[config.mk]
export PLATFORM = sky130hd
export DESIGN_NAME = grid_cursor_key_repeat_core
export DESIGN_NICKNAME = d
export VERILOG_FILES = /design/src/hw/rtl/gck_pkg.sv /design/src/hw/rtl/gck_cfg.sv /design/src/hw/rtl/gck_engine.sv /design/src/hw/rtl/grid_cursor_key_repeat_core.sv
export SDC_FILE = /design/constraint.sdc
export NUM_CORES = 1
export LEC_CHECK = 0
export ABC_AREA = 1
export BUFFER_PORTS_ARGS = -buffer_cell sky130_fd_sc_hd__buf_2
export CORE_ASPECT_RATIO = 1.4
export CORE_MARGIN = 1.5
export CORE_UTILIZATION = 45
export CTS_BUF_LIST = sky130_fd_sc_hd__clkbuf_4
export DETAILED_ROUTE_END_ITERATION = 8
export PLACE_DENSITY = 0.68
export SYNTH_ARGS = -nofsm -noshare
export SYNTH_HDL_FRONTEND = slang
export SYNTH_HIERARCHICAL = 1
export SYNTH_SLANG_ARGS = --single-unit
[constraint.sdc]
create_clock -name clk -period 15.9 [get_ports clk]
set_input_delay 2.385 -clock clk [delete_from_list [all_inputs] [get_ports clk]]
set_output_delay 2.385 -clock clk [all_outputs]
set_load 0.05 [all_outputs]
[src/hw/rtl/gck_pkg.sv]
// ----------------------------------------------------------------------------
// gck_pkg
// Shared types and constants of the grid cursor key repeat block.
// ----------------------------------------------------------------------------
package gck_pkg;

    typedef enum logic [1:0] {
        OP_TICK  = 2'd0,
        OP_PRESS = 2'd1,
        OP_GOTO  = 2'd2
    } op_t;

    typedef enum logic [1:0] {
        DIR_UP    = 2'd0,
        DIR_DOWN  = 2'd1,
        DIR_RIGHT = 2'd2,
        DIR_LEFT  = 2'd3
    } dir_t;

    typedef enum logic [2:0] {
        REG_GRID_COLS    = 3'd0,
        REG_GRID_ROWS    = 3'd1,
        REG_VIEW_COLS    = 3'd2,
        REG_VIEW_ROWS    = 3'd3,
        REG_FIRST_DELAY  = 3'd4,
        REG_REPEAT_DELAY = 3'd5,
        REG_ALPHA_MIN    = 3'd6,
        REG_ALPHA_MAX    = 3'd7
    } reg_idx_t;

    localparam logic [8:0]  GRID_COLS_RST    = 9'd10;
    localparam logic [8:0]  GRID_ROWS_RST    = 9'd10;
    localparam logic [8:0]  VIEW_COLS_RST    = 9'd10;
    localparam logic [8:0]  VIEW_ROWS_RST    = 9'd10;
    localparam logic [15:0] FIRST_DELAY_RST  = 16'd20;
    localparam logic [15:0] REPEAT_DELAY_RST = 16'd5;
    localparam logic [7:0]  ALPHA_MIN_RST    = 8'd64;
    localparam logic [7:0]  ALPHA_MAX_RST    = 8'd255;

    typedef struct packed {
        logic [8:0]  grid_cols;
        logic [8:0]  grid_rows;
        logic [8:0]  view_cols;
        logic [8:0]  view_rows;
        logic [15:0] first_delay;
        logic [15:0] repeat_delay;
        logic [7:0]  alpha_min;
        logic [7:0]  alpha_max;
    } cfg_t;

    typedef struct packed {
        logic [7:0] goto_y;
        logic [7:0] goto_x;
        logic [1:0] press_dir;
        logic [3:0] held_mask;
        logic [1:0] op;
    } item_t;

    typedef struct packed {
        logic       moved;
        logic [7:0] alpha;
        logic [7:0] view_y;
        logic [7:0] view_x;
        logic [7:0] cursor_y;
        logic [7:0] cursor_x;
    } res_t;

endpackage

[src/hw/rtl/gck_cfg.sv]
// ----------------------------------------------------------------------------
// gck_cfg
// Configuration register file, written through a plain write port.
// ----------------------------------------------------------------------------
module gck_cfg (
    input  logic           clk,
    input  logic           rst_n,
    input  logic           we,
    input  logic [2:0]     index,
    input  logic [15:0]    wdata,
    output gck_pkg::cfg_t  cfg
);
    import gck_pkg::*;

    cfg_t cfg_reg;
    cfg_t cfg_next;

    always_comb
    begin
        cfg_next = cfg_reg;
        if (we)
        begin
            unique case (reg_idx_t'(index))
                REG_GRID_COLS:    cfg_next.grid_cols    = wdata[8:0];
                REG_GRID_ROWS:    cfg_next.grid_rows    = wdata[8:0];
                REG_VIEW_COLS:    cfg_next.view_cols    = wdata[8:0];
                REG_VIEW_ROWS:    cfg_next.view_rows    = wdata[8:0];
                REG_FIRST_DELAY:  cfg_next.first_delay  = wdata;
                REG_REPEAT_DELAY: cfg_next.repeat_delay = wdata;
                REG_ALPHA_MIN:    cfg_next.alpha_min    = wdata[7:0];
                REG_ALPHA_MAX:    cfg_next.alpha_max    = wdata[7:0];
                default:          cfg_next = cfg_reg;
            endcase
        end
    end

    always_ff @(posedge clk or negedge rst_n)
    begin
        if (!rst_n)
        begin
            cfg_reg.grid_cols    <= GRID_COLS_RST;
            cfg_reg.grid_rows    <= GRID_ROWS_RST;
            cfg_reg.view_cols    <= VIEW_COLS_RST;
            cfg_reg.view_rows    <= VIEW_ROWS_RST;
            cfg_reg.first_delay  <= FIRST_DELAY_RST;
            cfg_reg.repeat_delay <= REPEAT_DELAY_RST;
            cfg_reg.alpha_min    <= ALPHA_MIN_RST;
            cfg_reg.alpha_max    <= ALPHA_MAX_RST;
        end
        else
        begin
            cfg_reg <= cfg_next;
        end
    end

    assign cfg = cfg_reg;

endmodule

[src/hw/rtl/gck_engine.sv]
// ----------------------------------------------------------------------------
// gck_engine
// Cursor, view, hold timer and fade state with the single-pass update logic.
// ----------------------------------------------------------------------------
module gck_engine #(
    parameter int MAX_DIM    = 256,
    parameter int ALPHA_STEP = 4
) (
    input  logic           clk,
    input  logic           rst_n,
    input  logic           en,
    input  gck_pkg::item_t item,
    input  gck_pkg::cfg_t  cfg,
    output gck_pkg::res_t  res
);
    import gck_pkg::*;

    localparam logic [8:0] DIM_CAP = (MAX_DIM < 256) ? 9'(MAX_DIM) : 9'd256;
    localparam logic signed [9:0] STEP = 10'(ALPHA_STEP);

    typedef struct packed {
        logic [7:0] x;
        logic [7:0] y;
        logic [7:0] ox;
        logic [7:0] oy;
        logic       mv;
    } cur_t;

    typedef struct packed {
        logic [8:0] gc_m1;
        logic [8:0] gr_m1;
        logic [8:0] vc;
        logic [8:0] vr;
        logic       scroll;
    } geo_t;

    function automatic logic [8:0] eff_dim(logic [8:0] v);
        if (v == 9'd0)
            return 9'd1;
        else if (v > DIM_CAP)
            return DIM_CAP;
        else
            return v;
    endfunction

    function automatic logic [7:0] follow(logic [7:0] p, logic [7:0] org, logic [8:0] view);
        logic [9:0] lim;
        logic [9:0] dif;
        lim = {2'b00, org} + {1'b0, view};
        dif = {2'b00, p} - {1'b0, view} + 10'd1;
        if (p < org)
            return p;
        else if ({2'b00, p} >= lim)
            return dif[7:0];
        else
            return org;
    endfunction

    function automatic cur_t do_move(cur_t s, dir_t dir, logic wrap, geo_t g);
        cur_t r;
        r = s;
        r.mv = 1'b0;
        unique case (dir)
            DIR_UP:
            begin
                if (s.y == 8'd0)
                begin
                    if (wrap)
                    begin
                        r.y  = g.gr_m1[7:0];
                        r.mv = 1'b1;
                    end
                end
                else
                begin
                    r.y  = s.y - 8'd1;
                    r.mv = 1'b1;
                end
            end
            DIR_DOWN:
            begin
                if ({1'b0, s.y} >= g.gr_m1)
                begin
                    if (wrap)
                    begin
                        r.y  = 8'd0;
                        r.mv = 1'b1;
                    end
                end
                else
                begin
                    r.y  = s.y + 8'd1;
                    r.mv = 1'b1;
                end
            end
            DIR_RIGHT:
            begin
                if ({1'b0, s.x} >= g.gc_m1)
                begin
                    if (wrap)
                    begin
                        r.x  = 8'd0;
                        r.mv = 1'b1;
                    end
                end
                else
                begin
                    r.x  = s.x + 8'd1;
                    r.mv = 1'b1;
                end
            end
            default:
            begin
                if (s.x == 8'd0)
                begin
                    if (wrap)
                    begin
                        r.x  = g.gc_m1[7:0];
                        r.mv = 1'b1;
                    end
                end
                else
                begin
                    r.x  = s.x - 8'd1;
                    r.mv = 1'b1;
                end
            end
        endcase
        if (r.mv && g.scroll)
        begin
            r.ox = follow(r.x, r.ox, g.vc);
            r.oy = follow(r.y, r.oy, g.vr);
        end
        return r;
    endfunction

    logic [7:0]  pos_x_reg;
    logic [7:0]  pos_y_reg;
    logic [7:0]  org_x_reg;
    logic [7:0]  org_y_reg;
    logic [15:0] timer_reg [4];
    logic [15:0] timer_next [4];
    logic [7:0]  fade_level_reg;
    logic [7:0]  fade_level_next;
    logic        fade_rising_reg;
    logic        fade_rising_next;
    cur_t        cur_next;
    logic        moved;
    geo_t        geo;
    logic [8:0]  gc;
    logic [8:0]  gr;
    logic [8:0]  vc;
    logic [8:0]  vr;

    assign gc = eff_dim(cfg.grid_cols);
    assign gr = eff_dim(cfg.grid_rows);
    assign vc = eff_dim(cfg.view_cols);
    assign vr = eff_dim(cfg.view_rows);

    assign geo.gc_m1  = gc - 9'd1;
    assign geo.gr_m1  = gr - 9'd1;
    assign geo.vc     = vc;
    assign geo.vr     = vr;
    assign geo.scroll = (gc > vc) || (gr > vr);

    always_comb
    begin
        cur_t             cur0;
        cur_t             c;
        logic [15:0]      tm1;
        logic             fire;
        logic             any_mv;
        logic [7:0]       lvl;
        logic             rise;
        logic signed [9:0] v;

        cur0 = '{x: pos_x_reg, y: pos_y_reg, ox: org_x_reg, oy: org_y_reg, mv: 1'b0};
        c      = cur0;
        any_mv = 1'b0;
        lvl    = fade_level_reg;
        rise   = fade_rising_reg;
        v      = '0;
        tm1    = '0;
        fire   = 1'b0;
        for (int d = 0; d < 4; d++)
        begin
            timer_next[d] = timer_reg[d];
        end

        unique case (item.op)
            OP_TICK:
            begin
                for (int d = 0; d < 4; d++)
                begin
                    fire = 1'b0;
                    tm1  = timer_reg[d] - 16'd1;
                    if (item.held_mask[d])
                    begin
                        if (timer_reg[d] != 16'd0)
                        begin
                            if (tm1 == 16'd0)
                            begin
                                fire          = 1'b1;
                                timer_next[d] = cfg.repeat_delay;
                            end
                            else
                            begin
                                timer_next[d] = tm1;
                            end
                        end
                        else
                        begin
                            timer_next[d] = cfg.first_delay;
                        end
                    end
                    else
                    begin
                        timer_next[d] = 16'd0;
                    end
                    if (fire)
                    begin
                        c      = do_move(c, dir_t'(2'(d)), 1'b0, geo);
                        any_mv = any_mv | c.mv;
                    end
                end
                if (any_mv)
                begin
                    lvl  = cfg.alpha_max;
                    rise = 1'b0;
                end
                v = rise ? ($signed({2'b00, lvl}) + STEP) : ($signed({2'b00, lvl}) - STEP);
                priority if (v > $signed({2'b00, cfg.alpha_max}))
                begin
                    lvl  = cfg.alpha_max;
                    rise = 1'b0;
                end
                else if (v < $signed({2'b00, cfg.alpha_min}))
                begin
                    lvl  = cfg.alpha_min;
                    rise = 1'b1;
                end
                else
                begin
                    lvl = v[7:0];
                end
            end
            OP_PRESS:
            begin
                c      = do_move(cur0, dir_t'(item.press_dir), 1'b1, geo);
                any_mv = c.mv;
                if (c.mv)
                begin
                    lvl  = cfg.alpha_max;
                    rise = 1'b0;
                end
            end
            OP_GOTO:
            begin
                c.x = ({1'b0, item.goto_x} < gc) ? item.goto_x : geo.gc_m1[7:0];
                c.y = ({1'b0, item.goto_y} < gr) ? item.goto_y : geo.gr_m1[7:0];
                if (geo.scroll)
                begin
                    c.ox = follow(c.x, c.ox, vc);
                    c.oy = follow(c.y, c.oy, vr);
                end
                lvl  = cfg.alpha_max;
                rise = 1'b0;
            end
            default:
            begin
                c = cur0;
            end
        endcase

        cur_next         = c;
        moved            = any_mv;
        fade_level_next  = lvl;
        fade_rising_next = rise;
    end

    always_ff @(posedge clk or negedge rst_n)
    begin
        if (!rst_n)
        begin
            pos_x_reg       <= 8'd0;
            pos_y_reg       <= 8'd0;
            org_x_reg       <= 8'd0;
            org_y_reg       <= 8'd0;
            fade_level_reg  <= ALPHA_MAX_RST;
            fade_rising_reg <= 1'b0;
            for (int d = 0; d < 4; d++)
            begin
                timer_reg[d] <= 16'd0;
            end
        end
        else if (en)
        begin
            pos_x_reg       <= cur_next.x;
            pos_y_reg       <= cur_next.y;
            org_x_reg       <= cur_next.ox;
            org_y_reg       <= cur_next.oy;
            fade_level_reg  <= fade_level_next;
            fade_rising_reg <= fade_rising_next;
            for (int d = 0; d < 4; d++)
            begin
                timer_reg[d] <= timer_next[d];
            end
        end
    end

    assign res.cursor_x = cur_next.x;
    assign res.cursor_y = cur_next.y;
    assign res.view_x   = cur_next.ox;
    assign res.view_y   = cur_next.oy;
    assign res.alpha    = fade_level_next;
    assign res.moved    = moved;

endmodule

[src/hw/rtl/grid_cursor_key_repeat_core.sv]
// ----------------------------------------------------------------------------
// grid_cursor_key_repeat_core
// Grid cursor with typematic key repeat, scrolling view and pulsing alpha.
// ----------------------------------------------------------------------------
// Usage:
//   Slave stream s_* carries one item per transfer: a tick with the held-key
//   mask, a direction press, or a goto. Master stream m_* returns exactly one
//   result item per input item, in order: cursor, view origin, alpha and the
//   moved flag that triggers the key-click sound.
//   Configuration registers are written through cfg_we / cfg_index /
//   cfg_wdata, one register per cycle; the user must write them only while
//   no item is in flight, which the block itself leaves unenforced.
//   Throughput: one item per cycle while the receiver takes results; the
//   input register and the result register form a two-stage pipe with the
//   state update between them, and m_* is driven by the result register.
//   When the receiver stalls, the result register holds and the input
//   register still takes one more item; s_tready falls only when both are
//   full.
//   Reset clears the cursor, view origin and hold timers, sets alpha to its
//   maximum (falling) and loads the configuration defaults.
// ----------------------------------------------------------------------------
module grid_cursor_key_repeat_core #(
    parameter int MAX_DIM    = 256,
    parameter int ALPHA_STEP = 4
) (
    input  logic        clk,
    input  logic        rst_n,
    input  logic        s_tvalid,
    output logic        s_tready,
    input  logic [23:0] s_tdata,   // held_mask[3:0], press_dir[5:4],
                                   // goto_x[13:6], goto_y[21:14], zeros
    input  logic [1:0]  s_tuser,   // op[1:0]
    output logic        m_tvalid,
    input  logic        m_tready,
    output logic [47:0] m_tdata,   // cursor_x[7:0], cursor_y[15:8], view_x[23:16],
                                   // view_y[31:24], alpha[39:32], moved[40], zeros
    input  logic        cfg_we,
    input  logic [2:0]  cfg_index,
    input  logic [15:0] cfg_wdata
);
    import gck_pkg::*;

    item_t in_reg;
    logic  in_valid_reg;
    logic  in_valid_next;
    res_t  out_reg;
    logic  out_valid_reg;
    logic  out_valid_next;
    logic  advance;
    cfg_t  cfg;
    res_t  res;

    gck_cfg u_cfg (
        .clk   (clk),
        .rst_n (rst_n),
        .we    (cfg_we),
        .index (cfg_index),
        .wdata (cfg_wdata),
        .cfg   (cfg)
    );

    gck_engine #(
        .MAX_DIM    (MAX_DIM),
        .ALPHA_STEP (ALPHA_STEP)
    ) u_engine (
        .clk   (clk),
        .rst_n (rst_n),
        .en    (advance),
        .item  (in_reg),
        .cfg   (cfg),
        .res   (res)
    );

    assign advance  = in_valid_reg && (!out_valid_reg || m_tready);
    assign s_tready = !in_valid_reg || advance;

    always_comb
    begin
        in_valid_next  = s_tready ? s_tvalid : in_valid_reg;
        out_valid_next = advance ? 1'b1 : (m_tready ? 1'b0 : out_valid_reg);
    end

    always_ff @(posedge clk or negedge rst_n)
    begin
        if (!rst_n)
        begin
            in_valid_reg  <= 1'b0;
            out_valid_reg <= 1'b0;
        end
        else
        begin
            in_valid_reg  <= in_valid_next;
            out_valid_reg <= out_valid_next;
        end
    end

    always_ff @(posedge clk)
    begin
        if (s_tvalid && s_tready)
        begin
            in_reg <= item_t'({s_tdata[21:0], s_tuser});
        end
        if (advance)
        begin
            out_reg <= res;
        end
    end

    assign m_tvalid = out_valid_reg;
    assign m_tdata  = {7'd0, out_reg};

`ifndef SYNTH
    a_stall_holds_input: assert property (@(posedge clk) disable iff (!rst_n)
        in_valid_reg && !advance |=> in_valid_reg)
        else $error("input register lost an item while stalled");

    a_advance_fills_output: assert property (@(posedge clk) disable iff (!rst_n)
        advance |=> m_tvalid)
        else $error("result not presented after advance");

    a_ready_low_only_when_full: assert property (@(posedge clk) disable iff (!rst_n)
        !s_tready |-> in_valid_reg && out_valid_reg && !m_tready)
        else $error("input stalled while pipe has room");

    a_goto_no_sound: assert property (@(posedge clk) disable iff (!rst_n)
        advance && (in_reg.op == OP_GOTO) |=> !out_reg.moved)
        else $error("goto raised the moved flag");
`endif

endmodule
* Word-level counts from Yosys, hierarchy flattened
Index checks and enable logic that the tools add are counted.
Operators by class: $add $sub $neg 47, magnitude comparators 38, eq/ne operators 12, muxes and demuxes 137, bitwise logic cells 3, reduce and logical (&&, ||, !) cells 43
Operators by type and width (number):
- $mux W8 | 53
- $mux W16 | 18
- $mux W33 | 7
- $add A8 B1 Y8 const B | 16
- $ge A8 B10 Y1 | 12
- $lt A8 B8 Y1 | 12
- $pmux W32 S3 | 1
- $sub A8 B8 Y8 | 12
- $add A8 B9 Y10 | 8
- $mux W9 | 8
- $logic_not A16 Y1 | 4
- $reduce_bool A16 Y1 | 4
- $sub A16 B1 Y16 const B | 4
- $mux W1 | 44
- $ge A8 B9 Y1 | 4
- $gt A9 B9 Y1 const B | 4
- $logic_not A9 Y1 | 4
- $pmux W8 S2 | 2
- $logic_not A8 Y1 | 3
- $pmux W8 S3 | 1
- $sub A8 B1 Y8 const B | 3
- $gt A9 B9 Y1 | 2
- $lt A8 B9 Y1 | 2
- $reduce_and A2 Y1 | 9
- other kinds (24) | 43
Storage, ports and cells: register bits after elaboration 256, bits of input ports 50, output and inout port bits 50, logic and storage cells 311

* Depth between registers and ports, before layout
word-level depth 52, mapped depth 94, mapped depth without buffers 93

* Cells and area by module
Netlist, hierarchy kept.
Modules (own cells, without submodules):
- gck_engine | instances 1, cells an instance 3864, area an instance 25034.0 µm², sequential area each 2637.5 µm²
- gck_cfg | instances 1, cells an instance 383, area an instance 3343.2 µm², sequential area each 2128.3 µm²
- grid_cursor_key_repeat_core | instances 1, cells an instance 85, area an instance 2103.3 µm², sequential area each 2001.9 µm²

* Worst setup path after synthesis
OpenSTA, ideal clock, no wires.
path kind register to register, start point register u_cfg.cfg_reg, in the netlist u_cfg/cfg[48], end point register out_reg, in the netlist m_tdata[30], data pin, library setup time 0.276 ns, data arrival time 11.446 ns, data required time 15.624 ns, path slack 4.178 ns, cell stages (with the launch flop) 89, buffers on the path 1, clock period less this slack 11.722 ns, path through dfrtp_1 nor4_1 a21oi_1 clkinv_1 o21ai_0 inv_1 ha_1 inv_1 fa_1 nand3b_1 nand2_1 nand3_1 nand2_1 xor2_1 ha_1 nand2_1 inv_1 nand3_1 (+53 left out) a21o_1 a21oi_1 nor2_1 nor2_1 nor2_1 nor2_1 xor2_1 ha_1 a21oi_1 nand2_1 nand2_1 clkinv_1 o21ai_0 inv_1 nand2_1 nand3_1 nand2_1 a22oi_1
RTL lines:
- start, declared | line gck_cfg.sv:15 | cfg_t cfg_reg;
- start signal, assigned | line gck_cfg.sv:52 | cfg_reg <= cfg_next;
- end signal, assigned | line grid_cursor_key_repeat_core.sv:105 | out_reg <= res;
- end, declared | line grid_cursor_key_repeat_core.sv:46 | res_t out_reg;

==> results.md <==
* Initial antenna violation count at 5
* Most common cell in the netlist: nand2_1
* Latest clock arrival within the worst-skew pair at 930 ps
* Period utilization at 0.926
* P per Cell Area at 224 nW/um2
* Fillers at about 6.8k
* Clock sink count at 256
* Max-Cap Viols at 0
* Remaining Overflow, GRT at 0
* Die area at approximately 70,000 um2
* Asr flop ratio synth at 0.746
* Area occupied by multi-input gates at 20,800 um2
* DRT Wirelength at between 100,000 and 150,000 um
* Via/cell ratio at 5.79
* Leakage power at about 17 nW
* Post-synthesis sequential area ratio at 0.222
* Crit. End Element: register
* RSZ-0062 raised after global routing: no
* Reg clk slew, reported paths at roughly 90 ps
* Max Freq at around 68 MHz
* Fin area at 32,900 um2
* FF+latch area at between 6000 and 7000 um2
* P&R area growth vs syn at 7.96%
* Row count at between 100 and 150
* Minimum clock period at 14,720 ps
* Synthesized area at 30,500 um2
* Syn avg cell area at 7.04 um2
* Post-synth top area cell: ha_1
* Top post-synthesis cells by count: nand2_1, inv_1, ha_1
* First-pass GRT wire length at 168,000 um
* Slew @ Worst Pin at between 1000 and 1500 ps
* Seq cells post-synth at between 200 and 300
* Status: complete, no violations
* FF-to-FF End: m_tdata[25]
* DRT Pass-1 Iters at 6
* Hold Crit Start: u_cfg/cfg[81]
* Yosys cell types at 73
* Core Region at 66,800 um2
* CP Max Fanout at 11
* NumNets Final at 4,969
* Layout cells sized above 1 at 0.0919
* Register-to-register setup slack at around 1200 ps
* Buffers added on ports at 90
* Yosys warns at 6
* Max VDD drop at between 90 and 100 uV
* Max FFs per register at 84
* Leading post-synthesis cells by cell area: ha_1, dfrtp_1, nand2_1, inv_1, edfxtp_1
* Inst Count DP at 5,216
* Prevailing post-synth register cell: dfrtp_1
* Max Slew Vio Count at 0
* R2R Path Start: u_cfg/cfg[56]
* Routed vias at 31.0k
* Chip width at roughly 220 um
* Vias in the first global route at between 20k and 30k
* Non-Filler Instances at around 5.4k
* Worst Setup Start Kind: register
* Routed len/inst at 20.7 um
* Worst hold slack at 473 ps
* Largest net degree at the start of global routing at 94
* Worst r2r path cells at 90
* Initial cell density of the core at 0.456
* CTS max path bufs at 3
* Hold Crit Class: reg2reg
* Placed wire-length estimate at 83,500 um
* Worst stage delay on the critical path at 580 ps
* EDFF count, synth at 65
* Final setup fails at 0
* Slew headroom at 0.206
* Required time of the critical path at approximately 16,000 ps
* Hold violation count in the final report at 0
* Post-route DRC at 0
* Setup slack at placement at 1290 ps
* DR iter-0 viols at 2,531
* GP Congestion at approximately 1
* CTS Root Buffer Type: clkbuf_4
* Fin worst setup slack at 1180 ps
* Area share of the largest cell type after synthesis at 0.190
* Post-route ant nets at 0
* Critical path data arrival time at 15,290 ps
* Worst path most repeated cell: nand2_1
* CTS tree: built
* CP Launch Point: u_cfg/cfg[56]
* Cells after synthesis at 4,332
* Setup CP Type: reg2reg
* GRT Resource Usage Total at 0.316
* Num CTS Buffers at slightly above 70
* CTS H-Tree Depth at 3
* CP max-delay cell: dfrtp_2
* Die height at 311 um
* DP Area at 31,900 um2
* CP endpoint: m_tdata[25]
* IO Pins at 100
* Clk_skew at 139 ps
* Setup TNS at 0 ps
==> cell usage in the layout, fill, tap and decap left out, types with 24 or more instances in the layout <==
cell type / count
nand2_1: 972
inv_1: 597
ha_1: 462
o21ai_0: 337
a21oi_1: 279
nand3_1: 275
nor2_1: 239
dfrtp_1: 161
xor2_1: 112
clkbuf_4: 107
buf_2: 89
o211ai_1: 75
edfxtp_1: 65
xnor2_1: 63
o22ai_1: 60
buf_4: 51
nand4_1: 45
nor3_1: 41
a22oi_1: 37
a211oi_1: 35
dfstp_2: 29
inv_2: 25
clkinv_1: 24
==> report_power, final <==
group	internal (W)	leakage (nW)	switching, W
combinational	0.00199	13.4	0.00363
clock	0.000344	0.575	0.000333
sequential	0.000869	2.98	0.000217
==> per-stage QoR <==
| stage | util | total power [W] |
|---|---|---|
| 3_3_place_gp | 0.477 | 0.00647 |
| 2_1_floorplan | - | 0.00518 |
| 6_report | 0.492 | 0.00739 |
| 3_5_place_dp | 0.477 | 0.00657 |
| 5_1_grt | 0.492 | 0.00815 |
| 4_1_cts | 0.492 | 0.00729 |
==> cell families after synthesis <==
family,synth area share
and+or+nand+nor,0.239
adders and majority gates,0.203
buffers and inverters,0.0964
muxes,0.000985
xor gates and xnor gates,0.0503
other,0.000123
AOI/OAI and AO/OA,0.189
DFF,0.222
==> critical path: cells and delay by family, from the launching register on <==
kind            cells  cell delay (ps)
fa+ha+maj           9             2730
xor+xnor            4              830
flops               1              580
buf+inv            11             2040
simple gates       40             4130
compound gates     26             4020
==> what timing repair did <==
action                                  CTS  global route
resized for setup                         0             5
endpoints found under the setup margin    0            11
hold buffers                              0             0
setup buffers                             0             3
==> metal layers <==
layer	wire, um	GRT usage	vias to the layer above
li1	-	-	14900
met1	42200	0.367	14300
met2	51200	0.526	1344
met3	9110	0.0581	423
met4	8420	0.218	4
met5	23	0	-
==> area by class of cell <==
class | instances | area share
clock buffer | 107 | 0.0244
sequential | 256 | 0.206
clock inverter | 23 | 0.00513
antenna | 5 | 0.000380
multi-input combinational | 3325 | 0.633
timing repair buffer | 141 | 0.0256
tap | 855 | 0.0325
inverter | 642 | 0.0736
==> worst min path at each step <==
stage	endpoint	slack [ps]	cells past startpoint
floorplan	u_cfg/cfg[79]	440	2
global placement	u_cfg/cfg[82]	460	2
detailed placement	u_cfg/cfg[81]	460	2
CTS	u_cfg/cfg[81]	470	2
global route	u_cfg/cfg[60]	490	2
finish	u_cfg/cfg[81]	470	2
Power figures use the tool's default switching activity.
